===== src/hdl/skct_ram.sv =====
// Generic single-write, single-read RAM with registered read data.
module skct_ram #(
    parameter int WIDTH = 32,
    parameter int DEPTH = 64
) (
    input  logic                     clk,
    input  logic                     we,
    input  logic [$clog2(DEPTH)-1:0] waddr,
    input  logic [WIDTH-1:0]         wdata,
    input  logic [$clog2(DEPTH)-1:0] raddr,
    output logic [WIDTH-1:0]         rdata
);
    logic [WIDTH-1:0] mem [DEPTH];

    always_ff @(posedge clk)
    begin
        if (we)
        begin
            mem[waddr] <= wdata;
        end
        rdata <= mem[raddr];
    end
endmodule


===== config.mk =====
export PLATFORM = sky130hd
export DESIGN_NAME = skct_ram
export DESIGN_NICKNAME = d
export VERILOG_FILES = /design/src/hdl/skct_ram.sv
export SDC_FILE = /design/constraint.sdc
export NUM_CORES = 2
export LEC_CHECK = 0
export BUFFER_PORTS_ARGS = -buffer_cell sky130_fd_sc_hd__buf_2
export CORE_ASPECT_RATIO = 0.8
export CORE_MARGIN = 1
export CORE_UTILIZATION = 55
export DETAILED_ROUTE_END_ITERATION = 8
export PLACE_DENSITY = 0.71
export SLEW_MARGIN = 20
export SYNTH_ARGS = -nofsm -noshare
export SYNTH_HDL_FRONTEND = slang
export SYNTH_SLANG_ARGS = --single-unit

===== constraint.sdc =====
create_clock -name clk -period 4.45 [get_ports clk]
set_input_delay 0.2225 -clock clk [delete_from_list [all_inputs] [get_ports clk]]
set_output_delay 0.2225 -clock clk [all_outputs]
set_load 0.01 [all_outputs]

==> flow_metrics.env <==
export IMPL_status="finished, violations left"
export IMPL_violations="hold timing"
export IMPL_internal_power_mw=31.0
export IMPL_utilization_pct=62.6
export IMPL_grt_first_pass_wirelength_mm=275
export IMPL_syn_avg_cell_area_um2=23.6
export IMPL_yosys_warnings=0
export IMPL_vias_per_cell=6.66
export IMPL_period_needed_ns=2.54
export IMPL_drv_slew=0
export IMPL_crit_type="in2reg"
export IMPL_clkPwrFrac_pct=39.6
export IMPL_fin_skew_ns=0.0278
export IMPL_syn_nets=3370
export IMPL_gp_congestion=0.819
export IMPL_place_ws_ns=1.06
export IMPL_core_area_um2=141000
export IMPL_placed_cell_area_um2=82100
export IMPL_cp_start_kind="primary input"
export IMPL_p_sw_share_pct=21.2
export IMPL_fin_ws_ns=1.91
export IMPL_h_tree_depth=4
export IMPL_hold_violations=4
export IMPL_ys_seq_area_share_pct=79.1
export IMPL_ys_ff_latch=2080
export IMPL_cts_buffer_depth=3
export IMPL_vdd_ir_drop_max_mv=0.453
export IMPL_cts_tree="yes"
export IMPL_portBuffers=77
export IMPL_drv_cap=0
export IMPL_worst_slew_margin_rel_pct=24.3
export IMPL_fp_dieW_um=424
export IMPL_final_cell_area_um2=88400
export IMPL_power_leakage_nw=27.5
export IMPL_synthesis_area_um2=78500
export IMPL_die_y_um=340
export IMPL_grt_total_usage_pct=27.3
export IMPL_required_ns=5.12
export IMPL_drtAntennaViolNets=0
export IMPL_drc=0
export IMPL_drive_gt1_share_pct=29.4
export IMPL_p_per_area_nw_per_um2=445
export IMPL_antenna_found_initial=16
export IMPL_finalSetupViolations=0
export IMPL_final_nets=3621
export IMPL_totalWireLength_mm=194
export IMPL_drtIter0Drc=5350
export IMPL_finalPower_mw=39.4
export IMPL_ctsRootBufferMaster="clkbuf_16"
export IMPL_via_count=37400
export IMPL_endpoint_kind="flop"
export IMPL_cts_resized_gates=0
export IMPL_arrival_ns=3.21
export IMPL_rsz0062_at_grt="false"
export IMPL_max_freq_mhz=394
export IMPL_start_util_pct=55.6
export IMPL_cp_max_fo=36
export IMPL_hold_class="in2reg"
export IMPL_first_pass_iters=5
export IMPL_wl_per_cell_um=34.5
export IMPL_synth_cells=3324
export IMPL_tns_ns=0
export IMPL_worst_pin_slew_ns=1.13
export IMPL_grt_overflow=0
export IMPL_p_seq_share_pct=55.3
export IMPL_dp_cells=5236
export IMPL_io_pins=78
export IMPL_power_switching_mw=8.35
export IMPL_path_clk_slew_ns=0.06
export IMPL_hpwlAfterDp_mm=110
export IMPL_numCtsBuffers=186
export IMPL_dieArea_um2=144000
export IMPL_timing_hold_ws_ns=-0.00377
export IMPL_row_count=123
export IMPL_power_frac_comb_pct=5.1
export IMPL_fin_cells=5622
export IMPL_clock_sinks=2080
export IMPL_ys_types=34
export IMPL_grt_max_degree=81
export IMPL_clock_latency_ns=0.83
export IMPL_finalCritPeriodShare_pct=57.0
export IMPL_grt_pass1_vias=37800
export IMPL_syn_to_final_growth_pct=12.6
## worst max-delay path, stage by stage
cell	delay, ns
buf_8	0.44
buf_12	0.35
buf_12	0.27
mux4_2	0.53
mux4_2	0.54
o22ai_1	0.61
nor2_1	0.11
## power groups by stage
stage                     Sequential, mW  Clock, mW  Combinational, mW
after detailed placement            22.2          0               1.94
after CTS                           21.8       15.8               1.95
after floorplan                     22.2          0               1.05
final                               21.8       15.6               1.99
after global placement              22.2          0               1.88
after global routing                21.8       16.5               2.09
## cell families after synthesis
logic type	share of synthesized area, %
AO/OA/AOI/OAI	1.67
buffers and inverters	1.13
flip-flops	79.1
multiplexers	16.8
AND/OR/NAND/NOR	1.27
## placed cells by master, fill, tap and decap left out, types with 40 or more instances in the layout
master	count
mux2i_1	93
clkinv_1	52
buf_2	46
buf_4	154
clkinv_2	40
mux4_2	544
o22ai_1	84
edfxtp_1	2048
nor2_4	62
nor2_1	75
a21oi_1	62
clkbuf_16	188
## routing by layer
| layer | part of all wire [%] | wire length [um] | track usage [%] | vias up |
|---|---|---|---|---|
| li1 | - | - | - | 14800 |
| met3 | 12 | 22700 | 7.08 | 344 |
| met1 | 37 | 72700 | 38.1 | 19900 |
| met2 | 48 | 92300 | 42.1 | 2345 |
| met4 | 3.4 | 6510 | 10.0 | 4 |
| met5 | 0.016 | 32 | 0 | - |
## sequential cells by signal, summed over array words and instances, names as in the netlist
register  flops
mem        2048
rdata        32
## cells in the mapped netlist
cell,number,share of area [%]
a21oi_1,62,0.40
a22oi_1,12,0.11
a311oi_1,8,0.089
a31oi_1,1,0.0080
a41o_1,4,0.051
and2_1,2,0.016
and3_1,4,0.032
buf_1,21,0.10
buf_2,57,0.36
buf_4,25,0.24
buf_6,5,0.072
clkbuf_1,74,0.35
dfxtp_1,32,0.82
edfxtp_1,2048,78
mux2i_1,93,1.2
mux4_2,544,16
nand2_1,26,0.12
nand2b_1,8,0.064
nand3_1,5,0.032
nand3b_1,5,0.048
nand4_1,2,0.016
nand4b_1,1,0.011
nor2_1,137,0.65
nor2b_1,15,0.12
nor3_1,7,0.045
o221ai_1,27,0.30
o22ai_1,84,0.67
o32ai_1,4,0.045
or2_0,1,0.0080
or2_1,1,0.0080
or2_2,1,0.0080
or3_1,3,0.024
or3b_1,2,0.022
or3b_2,3,0.033
## cell type report
class	count	area, um2
Sequential cell	2080	62100
Fill cell	9118	52700
Multi-Input combinational cell	1062	16000
Clock buffer	227	4910
Tap cell	1875	2350
Timing Repair Buffer	245	2020
Clock inverter	122	977
Antenna cell	11	27.5
## what timing repair did
action	4_1_cts	5_1_grt
endpoints found under the hold margin	0	585
buffers inserted	0	0
setup endpoints to repair	0	0
hold buffers	0	25
## final timing paths
kind	start	end	slack [ns]	cells after the start
setup / recovery	raddr[0]	rdata[3]$_DFF_P_	1.91	7
hold / removal	wdata[18]	mem[47][18]$_DFFE_PP_	-0.004	1
setup reg to reg	mem[7][18]$_DFFE_PP_	rdata[18]$_DFF_P_	2.13	4
hold reg to reg	mem[29][20]$_DFFE_PP_	rdata[20]$_DFF_P_	0.75	4
Power figures use the tool's default switching activity.
